--- src/hw/rtl/czn_pkg.sv ---
package czn_pkg;

    localparam int CZN_DEPTH  = 64;

    // Word and accumulator widths
    localparam int SAMPLE_W   = 32;
    localparam int COL_W      = 8;
    localparam int STD_W      = 31;
    localparam int SUM_W      = 38;
    localparam int SQSUM_W    = 56;
    localparam int VAR_W      = 48;

    // Shared divider
    localparam int DIV_NUM_W  = 56;
    localparam int DIV_DEN_W  = 32;

    // Square root unit
    localparam int SQRT_RAD_W  = 64;
    localparam int SQRT_ROOT_W = 32;

    typedef enum logic [1:0] {
        ST_OK   = 2'd0,
        ST_FEW  = 2'd1,
        ST_ZERO = 2'd2,
        ST_OVF  = 2'd3
    } t_status;

endpackage

--- src/hw/rtl/czn_sqrt.sv ---
module czn_sqrt (
    input  logic                            i_clk,
    input  logic                            i_rst_n,
    input  logic                            i_start,
    input  logic [czn_pkg::SQRT_RAD_W-1:0]  i_rad,
    output logic                            o_done,
    output logic [czn_pkg::SQRT_ROOT_W:0]   o_root
);
    import czn_pkg::*;

    localparam int CNT_W = $clog2(SQRT_ROOT_W);
    localparam int REM_W = SQRT_ROOT_W + 4;

    logic                   r_busy;
    logic                   r_done;
    logic [CNT_W-1:0]       r_cnt;
    logic [SQRT_RAD_W-1:0]  r_rad;
    logic [REM_W-1:0]       r_rem;
    logic [SQRT_ROOT_W-1:0] r_root;

    logic [REM_W-1:0]       w_rem_sh;
    logic [REM_W-1:0]       w_trial;
    logic                   w_ge;

    // digit-by-digit root, two radicand bits a cycle
    always_comb begin
        w_rem_sh = {r_rem[REM_W-3:0], r_rad[SQRT_RAD_W-1 -: 2]};
        w_trial  = {2'b00, r_root, 2'b01};
        w_ge     = (w_rem_sh >= w_trial);
        // round to nearest: bump when remainder exceeds floor root
        o_root   = (r_rem > REM_W'(r_root)) ? ({1'b0, r_root} + 1'b1) : {1'b0, r_root};
    end

    always_ff @(posedge i_clk) begin
        if (!i_rst_n) begin
            r_busy <= 1'b0;
            r_done <= 1'b0;
            r_cnt  <= '0;
        end else begin
            r_done <= 1'b0;
            if (i_start) begin
                r_busy <= 1'b1;
                r_cnt  <= '0;
                r_rad  <= i_rad;
                r_rem  <= '0;
                r_root <= '0;
            end else if (r_busy) begin
                r_rem  <= w_ge ? (w_rem_sh - w_trial) : w_rem_sh;
                r_root <= {r_root[SQRT_ROOT_W-2:0], w_ge};
                r_rad  <= {r_rad[SQRT_RAD_W-3:0], 2'b00};
                r_cnt  <= r_cnt + 1'b1;
                if (r_cnt == CNT_W'(SQRT_ROOT_W - 1)) begin
                    r_busy <= 1'b0;
                    r_done <= 1'b1;
                end
            end
        end
    end

    assign o_done = r_done;

endmodule

--- config.mk ---
export PLATFORM = sky130hd
export DESIGN_NAME = czn_sqrt
export DESIGN_NICKNAME = d
export VERILOG_FILES = /design/src/hw/rtl/czn_pkg.sv /design/src/hw/rtl/czn_sqrt.sv
export SDC_FILE = /design/constraint.sdc
export NUM_CORES = 1
export LEC_CHECK = 0
export BUFFER_PORTS_ARGS = -buffer_cell sky130_fd_sc_hd__buf_2
export CORE_ASPECT_RATIO = 0.75
export CORE_MARGIN = 1
export CORE_UTILIZATION = 49
export CTS_BUF_LIST = sky130_fd_sc_hd__clkbuf_8
export DETAILED_ROUTE_END_ITERATION = 7
export GPL_TIMING_DRIVEN = 0
export PLACE_DENSITY_LB_ADDON = 0.05
export SLEW_MARGIN = 10
export SYNTH_ARGS = -nofsm -noshare
export SYNTH_HDL_FRONTEND = slang
export SYNTH_SLANG_ARGS = --single-unit
--- constraint.sdc ---
create_clock -name i_clk -period 9.2 [get_ports i_clk]
set_input_delay 1.84 -clock i_clk [delete_from_list [all_inputs] [get_ports i_clk]]
set_output_delay 1.84 -clock i_clk [all_outputs]
set_load 0.005 [all_outputs]
==> results.py, run 1 <==
metrics = {
    "power": {
        "swShare": 0.342,
        "peakVddDrop_mv": 0.103,
        "internal_power_mw": 1.15,
        "clkPwrFrac": 0.273,
        "seq_power_share": 0.450,
        "power-per-cell-area_mw_per_mm2": 179,
        "combPwrFrac": 0.277,
        "leakage_nw": 3.77,
        "p_switching_uw": 597,
    },
    "drt": {
        "totalWireLength_um": 21500,
        "via_count": 6788,
        "drc": 0,
        "vias_per_cell": 5.82,
        "drt_iter0_markers": 594,
        "avgRoutedWirePerCell_um": 18.4,
        "firstDrtPassIters": 6,
        "ant_nets": 0,
    },
    "hold_path": {
        "hold_depth": 2,
        "hold_path_class": "flip-flop to flip-flop",
    },
    "floorplan": {
        "top_level_ports": 101,
        "core_area_mm2": 0.0169,
        "rows": 41,
        "die_y_um": 116,
        "start_util": 0.504,
        "die-area_mm2": 0.0180,
        "die_x_um": 154,
    },
    "cts": {
        "cts-htree-levels": 4,
        "clock_latency_ns": 0.47,
        "post_cts_buffers": 0,
        "cts_sinks": 139,
        "numCtsBuffers": 17,
        "path_clk_slew_ns": 0.09,
        "post_cts_resized": 0,
        "clk_path_buf_depth": 2,
        "cts_tree": "yes",
        "hold_buffers": 0,
        "root_buffer": "clkbuf_8",
    },
    "critical_path": {
        "crit_arrival_ns": 4.18,
        "criticalPathCategory": "flip-flop to primary output",
        "crit_path_start_kind": "flip-flop",
        "end_kind": "primary output",
        "cp.required_ns": 7.36,
        "path_max_fanout": 10,
        "worst-r2r-cell-count": 12,
    },
    "sta": {
        "worst_slew_pin_slew_ns": 0.913,
        "period_needed_ns": 6.02,
        "slew_violations": 0,
        "finalHoldViolCount": 0,
        "setup_viol": 0,
        "whs_ns": 0.524,
        "period_share": 0.655,
        "max_freq_ghz": 0.166,
        "fin_skew_ns": 0.0199,
        "rsz0062_at_grt": "false",
        "relSlewSlack": 0.389,
        "setup_tns_ns": 0,
    },
    "yosys": {
        "ys.warnings.count": 0,
        "ys_seq_area_frac": 0.481,
        "async_flop_share": 0,
        "post_synth.cell_area_avg_um2": 10.4,
        "ys_ff_latch": 139,
        "synth_cell_types": 64,
        "syn_inst": 819,
        "syn_nets": 924,
        "synthesis.area_mm2": 0.00854,
        "synthFlopType": "edfxtp_1",
        "synth-edff-count": 132,
    },
    "global_routing": {
        "antenna_found_initial": 0,
        "grt_pass1_wl_um": 33800,
        "grt_max_degree": 56,
        "grt_pass1_vias": 6287,
        "overflow": 0,
        "grt_usage": 0.247,
    },
    "placed_design": {
        "place_area_mm2": 0.00936,
        "place_congestion": 0.920,
        "place_hpwl_um": 15600,
        "dp_cells": 1135,
        "io_buffers": 99,
    },
    "run": {
        "drv_cap": 0,
    },
    "cells_and_area": {
        "stdcell_area_mm2": 0.00972,
        "area_growth_pct": 13.9,
        "utilization": 0.574,
        "fin_cells": 1167,
        "final_nets": 1044,
        "n_antenna_cell": 0,
        "drive_above_1_share": 0.232,
    },
    "status": {
        "status": "finished, final reports clean",
    },
}
## worst paths after layout
path,start,to,slack [ns]
setup / recovery,r_root[15],o_root[9],3.18
hold / removal,r_cnt[4],r_cnt[4],0.52
setup reg to reg,r_root[5],r_rem[25],5.50
hold reg to reg,r_cnt[4],r_cnt[4],0.52
## cell type report
class | instances | area [µm²]
inverter | 42 | 158
clock inverter | 15 | 126
sequential | 139 | 4100
multi-input combinational | 601 | 4120
buffer | 37 | 168
clock buffer | 17 | 234
tap | 215 | 269
fill | 1474 | 7200
timing repair buffer | 101 | 551
## state kept, by name, indices dropped and copies added (netlist names)
signal and count:
r_cnt 5, r_busy 1, r_rad 64, o_done 1, r_rem 36, r_root 32
## synth_stat cells, types with 3 or more instances
master	n	area, µm²
a211oi_1	11	82.6
a21boi_0	7	52.6
a21o_1	11	82.6
a21oi_1	59	295
a311o_1	3	30.0
a31oi_1	7	43.8
and2_1	6	37.5
and3_1	9	56.3
and4_1	5	43.8
buf_1	7	26.3
buf_2	8	40.0
buf_4	4	30.0
clkbuf_1	15	56.3
clkbuf_2	3	15.0
dfxtp_1	7	140
edfxtp_1	132	3960
ha_1	38	475
inv_1	41	154
mux2_2	64	721
nand2_1	87	327
nand3_1	13	65.1
nand4_1	21	131
nor2_1	85	319
nor2b_1	8	50.1
nor3_1	11	55.1
nor4_1	7	43.8
o211ai_1	5	37.5
o21a_1	9	67.6
o21ai_0	19	95.1
o21ai_1	4	20.0
o21bai_1	7	52.6
o221ai_1	3	26.3
o22ai_1	3	18.8
or3_1	8	50.1
xnor2_1	49	429
xor2_1	10	87.6
## power groups by stage
stage / Combinational (mW) / Clock, mW / Sequential, mW
global placement: 0.461 / 0 / 0.803
global route: 0.534 / 0.506 / 0.790
floorplan: 0.344 / 0 / 0.794
finish: 0.483 / 0.476 / 0.785
CTS: 0.476 / 0.487 / 0.784
detailed placement: 0.473 / 0 / 0.798
## layer usage
layer / up-vias / share of wire / track usage
li1: 3245 / - / -
met2: 257 / 0.42 / 0.355
met4: 0 / 0.020 / 0.0858
met3: 28 / 0.062 / 0.0430
met1: 3258 / 0.50 / 0.374
met5: - / 0 / 0
## layout by cell type, fill, tap and decap left out, types with 3 or more instances in the layout
master	n
a311o_1	3
o21bai_1	7
buf_1	7
nor2b_1	8
mux2_2	64
a21o_1	11
nand3_1	13
buf_4	4
dfxtp_1	7
inv_1	42
o21a_1	8
nand4_1	21
ha_1	38
o21ai_1	4
nor3_1	11
xor2_1	10
a31oi_1	7
clkbuf_8	17
or3_1	8
and3_1	9
inv_6	6
nor2_1	85
clkbuf_2	3
o21ai_0	19
and4_1	5
clkinvlp_4	4
a21boi_0	7
xnor2_1	49
a21oi_1	59
clkbuf_1	15
nand2_1	87
and2_1	6
o211ai_1	5
o22ai_1	3
nor4_1	7
buf_2	107
a211oi_1	11
edfxtp_1	132
o221ai_1	3
## cell families (layout without fill, tap and decap cells)
group	after synthesis	count (layout)	synth area share
DFF	139	139	0.481
muxes	66	66	0.0868
buffers and inverters	79	212	0.0381
xor gates and xnor gates	59	59	0.0605
adders and majority gates	38	38	0.0557
and+or+nand+nor	270	270	0.148
AOI/OAI and AO/OA	168	168	0.130
## metrics by stage
stage                     power [mW]  setup slack [ns]
final                           1.74              3.18
after global routing            1.83              2.99
after CTS                       1.75              3.15
after detailed placement        1.27              3.69
after global placement          1.26              1.57
after floorplan                 1.14              3.39
## critical path, stage by stage, from the launching register on
cell,delay (ns)
edfxtp_1,0.44
inv_1,0.11
ha_1,0.28
clkbuf_2,0.18
nand4_1,0.21
nor4_1,0.31
o21ai_1,0.14
a311o_1,0.42
a2111oi_4,0.75
buf_2,0.43
nand3_1,0.14
xnor2_1,0.16
buf_2,0.13
No activity file was read; power rests on OpenSTA's default activity.
==> run 2: changes to the inputs <==
==> constraint.sdc (replaced) <==
create_clock -name i_clk -period 5 [get_ports i_clk]
set_input_delay 1 -clock i_clk [delete_from_list [all_inputs] [get_ports i_clk]]
set_output_delay 1 -clock i_clk [all_outputs]
set_load 0.005 [all_outputs]
==> run 2 against run 1 <==
Clock skew rose by 0.0014 ns. Routed wire length fell by 0.27%. Clock power rose by 84%. Highest routed layer unchanged. Sequential cell count did not move.
==> results.py, run 2 (same netlist as run 1, synthesis figures left out) <==
metrics = {
    "global_routing": {
        "grt_pass1_vias": 6308,
        "grt_max_degree": 56,
        "antenna_found_initial": 0,
        "grt_pass1_wl_um": 33900,
        "overflow": 0,
        "grt_usage": 0.248,
    },
    "placed_design": {
        "io_buffers": 99,
        "place_hpwl_um": 15600,
        "place_congestion": 0.920,
        "dp_cells": 1135,
    },
    "floorplan": {
        "die_y_um": 116,
        "start_util": 0.504,
        "top_level_ports": 101,
        "die-area_mm2": 0.0180,
        "die_x_um": 154,
        "rows": 41,
        "core_area_mm2": 0.0169,
    },
    "drt": {
        "firstDrtPassIters": 5,
        "avgRoutedWirePerCell_um": 18.4,
        "vias_per_cell": 5.77,
        "via_count": 6752,
        "drt_iter0_markers": 532,
        "totalWireLength_um": 21500,
        "ant_nets": 0,
        "drc": 0,
    },
    "cells_and_area": {
        "final_common_cell": "edfxtp_1",
        "fin_cells": 1170,
        "largest_register_ffs": 64,
        "drive_above_1_share": 0.238,
        "top_register": "r_rad",
        "final_cell_mix": "edfxtp_1, buf_2, nand2_1",
        "n_antenna_cell": 0,
        "top_regs": "r_rad: 64 flops, r_rem: 36 flops, r_root: 32 flops",
        "final_nets": 1047,
        "area_growth_pct": 14.3,
    },
    "sta": {
        "slew_violations": 0,
        "rsz0062_at_grt": "false",
        "setup_viol": 0,
        "period_share": 0.957,
        "period_needed_ns": 4.78,
        "relSlewSlack": 0.488,
        "finalHoldViolCount": 0,
        "max_freq_ghz": 0.209,
        "worst_slew_pin_slew_ns": 0.768,
        "fin_skew_ns": 0.0213,
        "setup_tns_ns": 0,
    },
    "cts": {
        "cts-htree-levels": 4,
        "numCtsBuffers": 17,
        "cts_sinks": 139,
        "cts_tree": "yes",
        "root_buffer": "clkbuf_8",
        "path_clk_slew_ns": 0.10,
        "clk_path_buf_depth": 2,
        "clock_latency_ns": 0.47,
    },
    "critical_path": {
        "criticalPathCategory": "flip-flop to primary output",
        "cp.required_ns": 4.00,
        "path_max_fanout": 10,
        "end_kind": "primary output",
        "crit_arrival_ns": 3.78,
        "crit_path_start_kind": "flip-flop",
    },
    "power": {
        "power-per-cell-area_mw_per_mm2": 329,
        "peakVddDrop_mv": 0.190,
        "leakage_nw": 3.79,
    },
    "hold_path": {
        "hold_path_class": "flip-flop to flip-flop",
    },
    "run": {
        "drv_cap": 0,
    },
    "status": {
        "status": "finished, final reports clean",
    },
}
run 2: worst max-delay path: stages (launching register included):
cell and delay (ns):
edfxtp_1 0.36, inv_1 0.11, ha_1 0.29, buf_2 0.20, nand4_1 0.22, nor4_1 0.31
o21ai_1 0.14, a311o_1 0.42, a2111oi_4 0.37, buf_4 0.21, clkbuf_4 0.26, nand3_1 0.13
xnor2_1 0.15, buf_2 0.14
run 2: path summary, 6_finish.rpt:
check,cells past startpoint,slack (ns),from,end
worst min-delay path,2,0.52,r_cnt[4],r_cnt[4]
worst max register to register,12,1.30,r_root[5],r_rem[25]
worst max-delay path,13,0.22,r_root[13],o_root[9]
worst min register to register,2,0.52,r_cnt[4],r_cnt[4]
run 2: timing repair:
item	CTS	global route
gates resized for setup	0	3
pin swaps	1	0
endpoints found under the hold margin	0	0
hold buffers	0	0
setup buffers	3	1
setup endpoints to repair	11	23
run 2: power by group:
group	switching [mW]	internal, mW	total (mW)
Combinational	0.533	0.358	0.891
Sequential	0.0464	1.40	1.44
Clock	0.519	0.358	0.877
run 2: per-layer routing:
metal | global-route usage | share of wire | vias to the layer above
li1 | - | - | 3248
met1 | 0.372 | 0.50 | 3256
met2 | 0.356 | 0.43 | 221
met3 | 0.0456 | 0.059 | 27
met4 | 0.0878 | 0.019 | 0
met5 | 0 | 0 | -
run 2: area by class of cell:
cell class	instances	area, µm²
buffer	36	166
clock buffer	17	234
clock inverter	15	126
fill	1473	7170
inverter	42	158
multi-input combinational	601	4120
sequential	139	4100
tap	215	269
timing repair buffer	105	581
run 2: metrics by stage:
step	utilization	hold slack, ns	area (µm²)	power [mW]	worst slack, ns
after floorplan	-	0.467	8540	2.09	0.0336
after global placement	0.549	0.488	9300	2.33	-1.79
after detailed placement	0.553	0.509	9360	2.34	0.331
after CTS	0.576	0.530	9750	3.22	0.108
after global routing	0.577	0.565	9760	3.37	0.0325
final	0.577	0.524	9760	3.21	0.217
