**config.mk**
```make
export PLATFORM = sky130hd
export DESIGN_NAME = czn_div
export DESIGN_NICKNAME = d
export VERILOG_FILES = /design/src/hw/rtl/czn_pkg.sv /design/src/hw/rtl/czn_div.sv
export SDC_FILE = /design/constraint.sdc
export NUM_CORES = 1
export LEC_CHECK = 0
export BUFFER_PORTS_ARGS = -buffer_cell sky130_fd_sc_hd__clkbuf_2
export CAP_MARGIN = 20
export CORE_MARGIN = 1
export CORE_UTILIZATION = 55
export DETAILED_ROUTE_END_ITERATION = 12
export PLACE_DENSITY = 0.86
export SKIP_CTS_REPAIR_TIMING = 1
export SLEW_MARGIN = 20
export SYNTH_ARGS = -nofsm -noshare
export SYNTH_HDL_FRONTEND = slang
export SYNTH_SLANG_ARGS = --single-unit
```
**constraint.sdc**
```tcl
create_clock -name i_clk -period 10 [get_ports i_clk]
set_clock_uncertainty 0.15 [all_clocks]
set_input_delay 1.5 -clock i_clk [delete_from_list [all_inputs] [get_ports i_clk]]
set_output_delay 1.5 -clock i_clk [all_outputs]
set_load 0.005 [all_outputs]
```
**src/hw/rtl/czn_pkg.sv**
```systemverilog
package czn_pkg;

    localparam int CZN_DEPTH  = 64;

    // Word and accumulator widths
    localparam int SAMPLE_W   = 32;
    localparam int COL_W      = 8;
    localparam int STD_W      = 31;
    localparam int SUM_W      = 38;
    localparam int SQSUM_W    = 56;
    localparam int VAR_W      = 48;

    // Shared divider
    localparam int DIV_NUM_W  = 56;
    localparam int DIV_DEN_W  = 32;

    // Square root unit
    localparam int SQRT_RAD_W  = 64;
    localparam int SQRT_ROOT_W = 32;

    typedef enum logic [1:0] {
        ST_OK   = 2'd0,
        ST_FEW  = 2'd1,
        ST_ZERO = 2'd2,
        ST_OVF  = 2'd3
    } t_status;

endpackage

```
**src/hw/rtl/czn_div.sv**
```systemverilog
module czn_div (
    input  logic                           i_clk,
    input  logic                           i_rst_n,
    input  logic                           i_start,
    input  logic [czn_pkg::DIV_NUM_W-1:0]  i_num,
    input  logic [czn_pkg::DIV_DEN_W-1:0]  i_den,
    output logic                           o_done,
    output logic [czn_pkg::DIV_NUM_W-1:0]  o_quot
);
    import czn_pkg::*;

    localparam int CNT_W = $clog2(DIV_NUM_W);

    logic                 r_busy;
    logic                 r_done;
    logic [CNT_W-1:0]     r_cnt;
    logic [DIV_NUM_W-1:0] r_num;
    logic [DIV_NUM_W-1:0] r_quot;
    logic [DIV_DEN_W-1:0] r_den;
    logic [DIV_DEN_W-1:0] r_rem;

    logic [DIV_DEN_W:0]   w_trial;
    logic [DIV_DEN_W:0]   w_diff;
    logic                 w_ge;

    // restoring division, one quotient bit a cycle
    always_comb begin
        w_trial = {r_rem, r_num[DIV_NUM_W-1]};
        w_ge    = (w_trial >= {1'b0, r_den});
        w_diff  = w_trial - {1'b0, r_den};
    end

    always_ff @(posedge i_clk) begin
        if (!i_rst_n) begin
            r_busy <= 1'b0;
            r_done <= 1'b0;
            r_cnt  <= '0;
        end else begin
            r_done <= 1'b0;
            if (i_start) begin
                r_busy <= 1'b1;
                r_cnt  <= '0;
                r_num  <= i_num;
                r_den  <= i_den;
                r_rem  <= '0;
            end else if (r_busy) begin
                r_rem  <= w_ge ? w_diff[DIV_DEN_W-1:0] : w_trial[DIV_DEN_W-1:0];
                r_num  <= {r_num[DIV_NUM_W-2:0], 1'b0};
                r_quot <= {r_quot[DIV_NUM_W-2:0], w_ge};
                r_cnt  <= r_cnt + 1'b1;
                if (r_cnt == CNT_W'(DIV_NUM_W - 1)) begin
                    r_busy <= 1'b0;
                    r_done <= 1'b1;
                end
            end
        end
    end

    assign o_done = r_done;
    assign o_quot = r_quot;

endmodule

```
==> run summary, run 1 <==
TIMING
-----------------------------------------------------------------------------------------------------------------
Total Neg Setup Slack                                                                                        0 ns
Number of failing setup endpoints in the final timing report                                                    0
Number of hold violations in the final report                                                                   0
Share of the cycle needed by the critical path after routing                                                0.341
Final Slew Violations                                                                                           0
Post-Route Hold Slack                                                                                    0.305 ns
Relative max-transition margin                                                                              0.393
Worst Max-Slew Pin Slew                                                                                  0.904 ns
Setup repair after global routing missed its margin                                                            no
Final period demand of the worst path                                                                     3.41 ns
Achievable frequency                                                                                      293 MHz

YOSYS
-----------------------------------------------------------------------------------------------------------------
Dominant synthesized flop cell                                                                           edfxtp_1
Number of synthesized flops with an enable pin                                                                176
Area share of the largest cell type after synthesis                                                         0.605
Dominant combinational cell family by area after synthesis                                           compound AO/OA/AOI/OAI gates
Compound-gate portion of the synthesized area                                                               0.110
Arithmetic-cell share of the synthesized area counting full adders, half adders and majority gates         0.0496
Synth area leader                                                                                        edfxtp_1
Post-synthesis mux area share                                                                              0.0721
Fraction of synthesis flops using an asynchronous set or reset pin                                              0
Post-Syn Nets                                                                                                 789
Syn Inst Count                                                                                                664
Synth warn                                                                                                      0
Synth Area in XOR/XNOR                                                                                     0.0231
Average cell area after synthesis                                                                      13.1 sq um
Register bit total from synthesis                                                                             184
Mapped cell area                                                                                       8730 sq um
Proportion of synthesized chip area in sequential cells                                                     0.624
Largest cells by area after synthesis                                                                edfxtp_1 61%, mux2_2 7.1%, ha_1 4.7%
Simple logic cell fraction of the synthesized area                                                         0.0878
Count of cell types in the netlist                                                                             62

CLOCK TREE
-----------------------------------------------------------------------------------------------------------------
Total clock buffers created by CTS                                                                             17
Htree depth                                                                                                     4
Maximum buffer depth of the clock tree                                                                          2
Clock tree from TritonCTS                                                                                    done
Clock Latency Late Sink                                                                                   0.43 ns
Clk pin slew, worst setup/hold paths                                                                      0.08 ns
Total number of clock tree sinks                                                                              184
Master cell of the clock root buffer                                                                    clkbuf_16

FINAL LAYOUT
-----------------------------------------------------------------------------------------------------------------
Storage element area                                                                                   5450 sq um
Final instance count without filler cells                                                                   1,034
Layout Nets                                                                                                   935
P&R area growth vs syn                                                                                      17.6%
Number of filler instances in the final layout                                                              1,115
Share of post-route cells with drive strength above 1                                                       0.307
Final antenna diode count                                                                                       0
Most frequent cells in the layout                                                                    176 x edfxtp_1, 146 x clkbuf_2, 60 x nand2_1, 55 x mux2_2, 47 x a21oi_1
Leading cell type in the layout, fill and taps excluded                                                  edfxtp_1
Combined area of the multi-input logic cells                                                           3010 sq um

PLACEMENT
-----------------------------------------------------------------------------------------------------------------
HPWL reported at the end of detailed placement                                                          11,800 um
# port buffers                                                                                                147
Placed Cells                                                                                                1,002
Placer congestion estimate                                                                                  0.938

CRITICAL PATH
-----------------------------------------------------------------------------------------------------------------
Crit Path Category                                                                                   flop to flop
Critical path data arrival time                                                                           3.43 ns
Delay-heaviest family, CP                                                                            compound AO/OA/AOI/OAI gates
Cell at the slowest stage of the critical path                                                           a2111o_1
Delay of the slowest cell on the worst path                                                               0.48 ns
Critical path, cell by cell                                                                          ha_1 -> a2111o_1 -> o2111ai_1 -> a21oi_2 -> o21ai_1 -> and3_4 -> inv_6 -> nor2_1 -> a211oi_2
Count of buffering cells on the critical path with inverters included                                           1
Crit path capture type                                                                                       flop
Required time at the endpoint of the critical path                                                       10.02 ns
Largest driver fanout on the critical path                                                                     37
Crit path launch type                                                                                        flop

FLOORPLAN
-----------------------------------------------------------------------------------------------------------------
I/O pins                                                                                                      148
Height of the chip                                                                                         128 um
Area of the die                                                                                      16,400 sq um
Placement row count                                                                                            45
Initial core utilization                                                                                    0.568
Area of the core                                                                                     15,400 sq um
Horizontal die dimension                                                                                   128 um

FLOW RUN
-----------------------------------------------------------------------------------------------------------------
Number of maximum-capacitance violations                                                                        0

PWR
-----------------------------------------------------------------------------------------------------------------
PwrDens                                                                                               188 nW/um^2
Leak Pwr                                                                                                  4.10 nW
Peak supply drop                                                                                         0.132 mV

GLOBAL ROUTE
-----------------------------------------------------------------------------------------------------------------
Pin count of the biggest net entering global routing                                                           70
Total gr overflow                                                                                               0
Initial antenna violation count                                                                                 0
Tot GR Track Use                                                                                            0.220
Wire length of the first global-routing pass                                                            27,700 um
Vias in the first global route                                                                              5,522

ROUTING
-----------------------------------------------------------------------------------------------------------------
Remaining antenna violation count after routing                                                                 0
Count of unresolved DRC violations after routing                                                                0
Post-DR wirelength/cell                                                                                   16.7 um
Number of DRC markers after the initial detailed-route iteration                                              410
Total routed wirelength                                                                                 17,300 um
Per-cell via count in the routed design                                                                      5.59
First-pass detailed-route iteration total                                                                       5
Vias post-DR                                                                                                5,778

RUN STATUS
-----------------------------------------------------------------------------------------------------------------
Outcome                                                                                              finished clean

MIN PATH
-----------------------------------------------------------------------------------------------------------------
Class of the tightest hold or removal check                                                          flop to flop

==> flip-flops by register name, summed over array words and instances (netlist names) <==
register	count
r_den	32
r_cnt	6
o_quot	56
o_done	1
r_num	56
r_rem	32
r_busy	1
==> worst reg2reg max path, stage by stage (launching register included) <==
cell and delay, ns:
edfxtp_1 0.39, ha_1 0.41, a2111o_1 0.48, o2111ai_1 0.45, a21oi_2 0.18, o21ai_1 0.17, and3_4 0.46, inv_6 0.20
nor2_1 0.20, a211oi_2 0.06
==> synthesized netlist by cell type (8+ instances only) <==
master,n
dfxtp_1,8
nor2_1,28
nor3_1,8
mux2_2,55
nand4_1,8
o21ai_0,20
xnor2_1,13
or3_1,8
clkbuf_1,10
a21o_1,15
inv_1,39
ha_1,33
nand3_1,19
nand2_1,60
xor2_1,10
a21oi_1,47
edfxtp_1,176
==> worst paths after layout <==
check | start | to | slack, ns | cells past startpoint
max | r_rem[5] | r_rem[25] | 6.59 | 9
min | o_quot[15] | o_quot[16] | 0.31 | 0
max reg2reg | r_rem[5] | r_rem[25] | 6.59 | 9
min reg2reg | o_quot[15] | o_quot[16] | 0.31 | 0
==> through the flow <==
step                utilization  power (W)  setup WS, ns  instance area [sq um]
floorplan                     -    0.00117          4.94                   8730
detailed placement        0.627    0.00125          6.41                   9640
global placement          0.627    0.00124          6.44                   9640
global route              0.668    0.00201          6.41                  10300
finish                    0.668    0.00193          6.59                  10300
CTS                       0.668    0.00194          6.65                  10300
==> where the power goes <==
group	internal [W]	switching (W)
clock network	0.000364	0.000329
logic	0.000133	0.000182
registers	0.000900	0.0000203
==> cell type report <==
class | count | share of cell area
tap | 211 | 0.0257
sequential | 184 | 0.530
clock inverter | 15 | 0.0194
timing repair buffer | 151 | 0.0748
inverter | 41 | 0.0155
clock buffer | 17 | 0.0414
multi-input combinational | 415 | 0.293
==> layer usage <==
| layer | up-vias | track usage | routed length (um) |
|---|---|---|---|
| li1 | 2784 | - | - |
| met1 | 2761 | 0.293 | 7520 |
| met2 | 210 | 0.360 | 8440 |
| met3 | 23 | 0.0509 | 1090 |
| met4 | 0 | 0.0692 | 229 |
| met5 | - | 0 | 0 |
==> cell families (layout without fill, tap and decap cells) <==
group,Yosys count,after routing
AND/OR/NAND/NOR,159,159
XOR/XNOR,23,23
adder cells (fa/ha/maj),34,34
buffers and inverters,65,224
flip-flops,184,184
AO/OA/AOI/OAI,143,143
multiplexers,56,56
No activity file was read; power rests on OpenSTA's default activity.
==> inputs of run 2 (changes only) <==
- CORE_UTILIZATION: 55 -> 51
- PLACE_DENSITY: 0.86 -> 0.84
- clock period: 10 -> 3.03 ns (I/O delays scaled with it)
==> run summary, run 2 (synthesis gave the netlist of run 1 again) <==
RUN STATUS
------------------------------------------------------------------------------------
Outcome                                                                 finished clean

CRITICAL PATH
------------------------------------------------------------------------------------
Cell at the slowest stage of the critical path                                 or4_1
Crit path capture type                                                          flop
Crit Path Category                                                      flop to flop
Register-to-register path setup slack                                        0.11 ns   -6.47 ns
Critical path, cell by cell                                             ha_1 -> nor2b_1 -> o21bai_1 -> a21oi_1 -> o21ai_0 -> a21boi_0 -> or4_1 -> nand3_1 -> a21oi_1
CP dominant cell by count                                                    a21oi_1
Critical Path Start                                                         r_rem[1]
Delay-heaviest family, CP                                               compound AO/OA/AOI/OAI gates
Required time at the endpoint of the critical path                           3.06 ns   -6.96 ns
Count of buffering cells on the critical path with inverters included              0   -1
Crit path launch type                                                           flop
Largest driver fanout on the critical path                                         5   -86%
Worst reg2reg startpoint                                                    r_rem[1]
Delay of the slowest cell on the worst path                                  0.49 ns   about the same
Critical path data arrival time                                              2.95 ns   -0.48 ns

CLOCK TREE
------------------------------------------------------------------------------------
Total clock buffers created by CTS                                                17   unchanged
Htree depth                                                                        4   unchanged
Master cell of the clock root buffer                                       clkbuf_16
Total number of clock tree sinks                                                 184   unchanged
Clk pin slew, worst setup/hold paths                                         0.08 ns   about the same
Maximum buffer depth of the clock tree                                             2   unchanged
Clock Latency Late Sink                                                      0.44 ns   about the same
Clock tree from TritonCTS                                                       done

TIMING
------------------------------------------------------------------------------------
Achievable frequency                                                         343 MHz   +17%
Setup WS post-layout                                                        0.112 ns   -6.47 ns
Post-Route Hold Slack                                                      0.0376 ns   -0.268 ns
Final Slew Violations                                                              0   unchanged
Share of the cycle needed by the critical path after routing                   0.963   +0.622
Relative max-transition margin                                                 0.380   -0.0137
Worst Max-Slew Pin Slew                                                     0.930 ns   +0.0260 ns
Final period demand of the worst path                                        2.92 ns   -0.495 ns
Number of failing setup endpoints in the final timing report                       0   unchanged
Number of hold violations in the final report                                      0   unchanged

PLACEMENT
------------------------------------------------------------------------------------
Placer congestion estimate                                                     0.888   -5.4%
Dpl ws                                                                    -0.0155 ns   -6.43 ns
HPWL reported at the end of detailed placement                             12,100 um   +2.3%
# port buffers                                                                   147   unchanged
Placed Cells                                                                   1,029   +2.7%

ROUTING
------------------------------------------------------------------------------------
Count of unresolved DRC violations after routing                                   0   unchanged
Total routed wirelength                                                    17,800 um   +3.3%
Post-DR wirelength/cell                                                      16.8 um   +0.42%
First-pass detailed-route iteration total                                          5   unchanged
Vias post-DR                                                                   5,973   +3.4%
Number of DRC markers after the initial detailed-route iteration                 377   -8.0%
Per-cell via count in the routed design                                         5.61   +0.46%
Remaining antenna violation count after routing                                    0   unchanged

GLOBAL ROUTE
------------------------------------------------------------------------------------
Wire length of the first global-routing pass                               28,500 um   +2.7%
Pin count of the biggest net entering global routing                              79   +13%
Initial antenna violation count                                                    0   unchanged
Tot GR Track Use                                                               0.207   -0.0128
Total gr overflow                                                                  0   unchanged
Vias in the first global route                                                 5,710   +3.4%

PWR
------------------------------------------------------------------------------------
Total chip power                                                           0.00639 W   +230%
PwrDens                                                                  607 nW/um^2   +220%
Leak Pwr                                                                     4.20 nW   +2.5%
Peak supply drop                                                            0.459 mV   +250%

FLOORPLAN
------------------------------------------------------------------------------------
Height of the chip                                                            133 um   +3.8%
I/O pins                                                                         148   unchanged
Initial core utilization                                                       0.525   -0.0434
Area of the core                                                        16,600 sq um   +8.3%
Horizontal die dimension                                                      133 um   +3.8%
Area of the die                                                         17,600 sq um   +7.7%
Placement row count                                                               47   +4.4%

FINAL LAYOUT
------------------------------------------------------------------------------------
Final antenna diode count                                                          0   unchanged
Layout Nets                                                                      956   +2.2%
Share of post-route cells with drive strength above 1                          0.336   +0.0291
Final instance count without filler cells                                      1,064   +2.9%
P&R area growth vs syn                                                         20.5%
Most frequent cells in the layout                                       176 x edfxtp_1, 146 x clkbuf_2, 60 x nand2_1, 55 x mux2_2, 47 x a21oi_1
Utilization after layout                                                       0.632   -0.0355
Leading cell type in the layout, fill and taps excluded                     edfxtp_1

MIN PATH
------------------------------------------------------------------------------------
Hold Path Origin                                                           i_den[17]
Class of the tightest hold or removal check                             input port to flop

FLOW RUN
------------------------------------------------------------------------------------
Number of maximum-capacitance violations                                           0   unchanged

run 2: power breakdown:
part           total (W)  internal, W  switching [W]
sequential       0.00303      0.00297      0.0000631
clock            0.00221      0.00112        0.00109
combinational    0.00115     0.000507       0.000645
total            0.00639      0.00459        0.00180
run 2: worst paths after layout:
check,end,cells past startpoint
setup / recovery,r_rem[22],9
setup reg to reg,r_rem[22],9
hold / removal,r_den[17],1
hold reg to reg,o_quot[54],0
run 2: routing by layer:
metal	vias to the layer above	share of wire	track usage
li1	2838	-	-
met1	2879	0.44	0.280
met2	234	0.48	0.326
met3	22	0.068	0.0510
met4	0	0.014	0.0734
met5	-	0	0
run 2: layout make-up:
type	count	area [sq um]
clock buffers	17	425
well taps	220	275
clock inverters	15	178
repair buffers	170	927
fillers	1281	6120
inverters	41	166
multi-input cells	416	3100
repair inverters	1	8.76
flip-flops and latches	184	5450
run 2: through the flow:
stage          cell area (sq um)  TNS, ns
6_report                   10500        0
5_1_grt                    10500  -0.0218
4_1_cts                    10400  -0.0667
3_5_place_dp                9800  -0.0309
3_3_place_gp                9800        0
2_1_floorplan               8740        0
run 2: worst reg2reg max path, cell delays in order, from the launching register on:
cell,delay [ns]
edfxtp_1,0.43
ha_1,0.37
nor2b_1,0.18
o21bai_1,0.19
a21oi_1,0.13
o21ai_0,0.36
a21boi_0,0.21
or4_1,0.49
nand3_1,0.09
a21oi_1,0.07
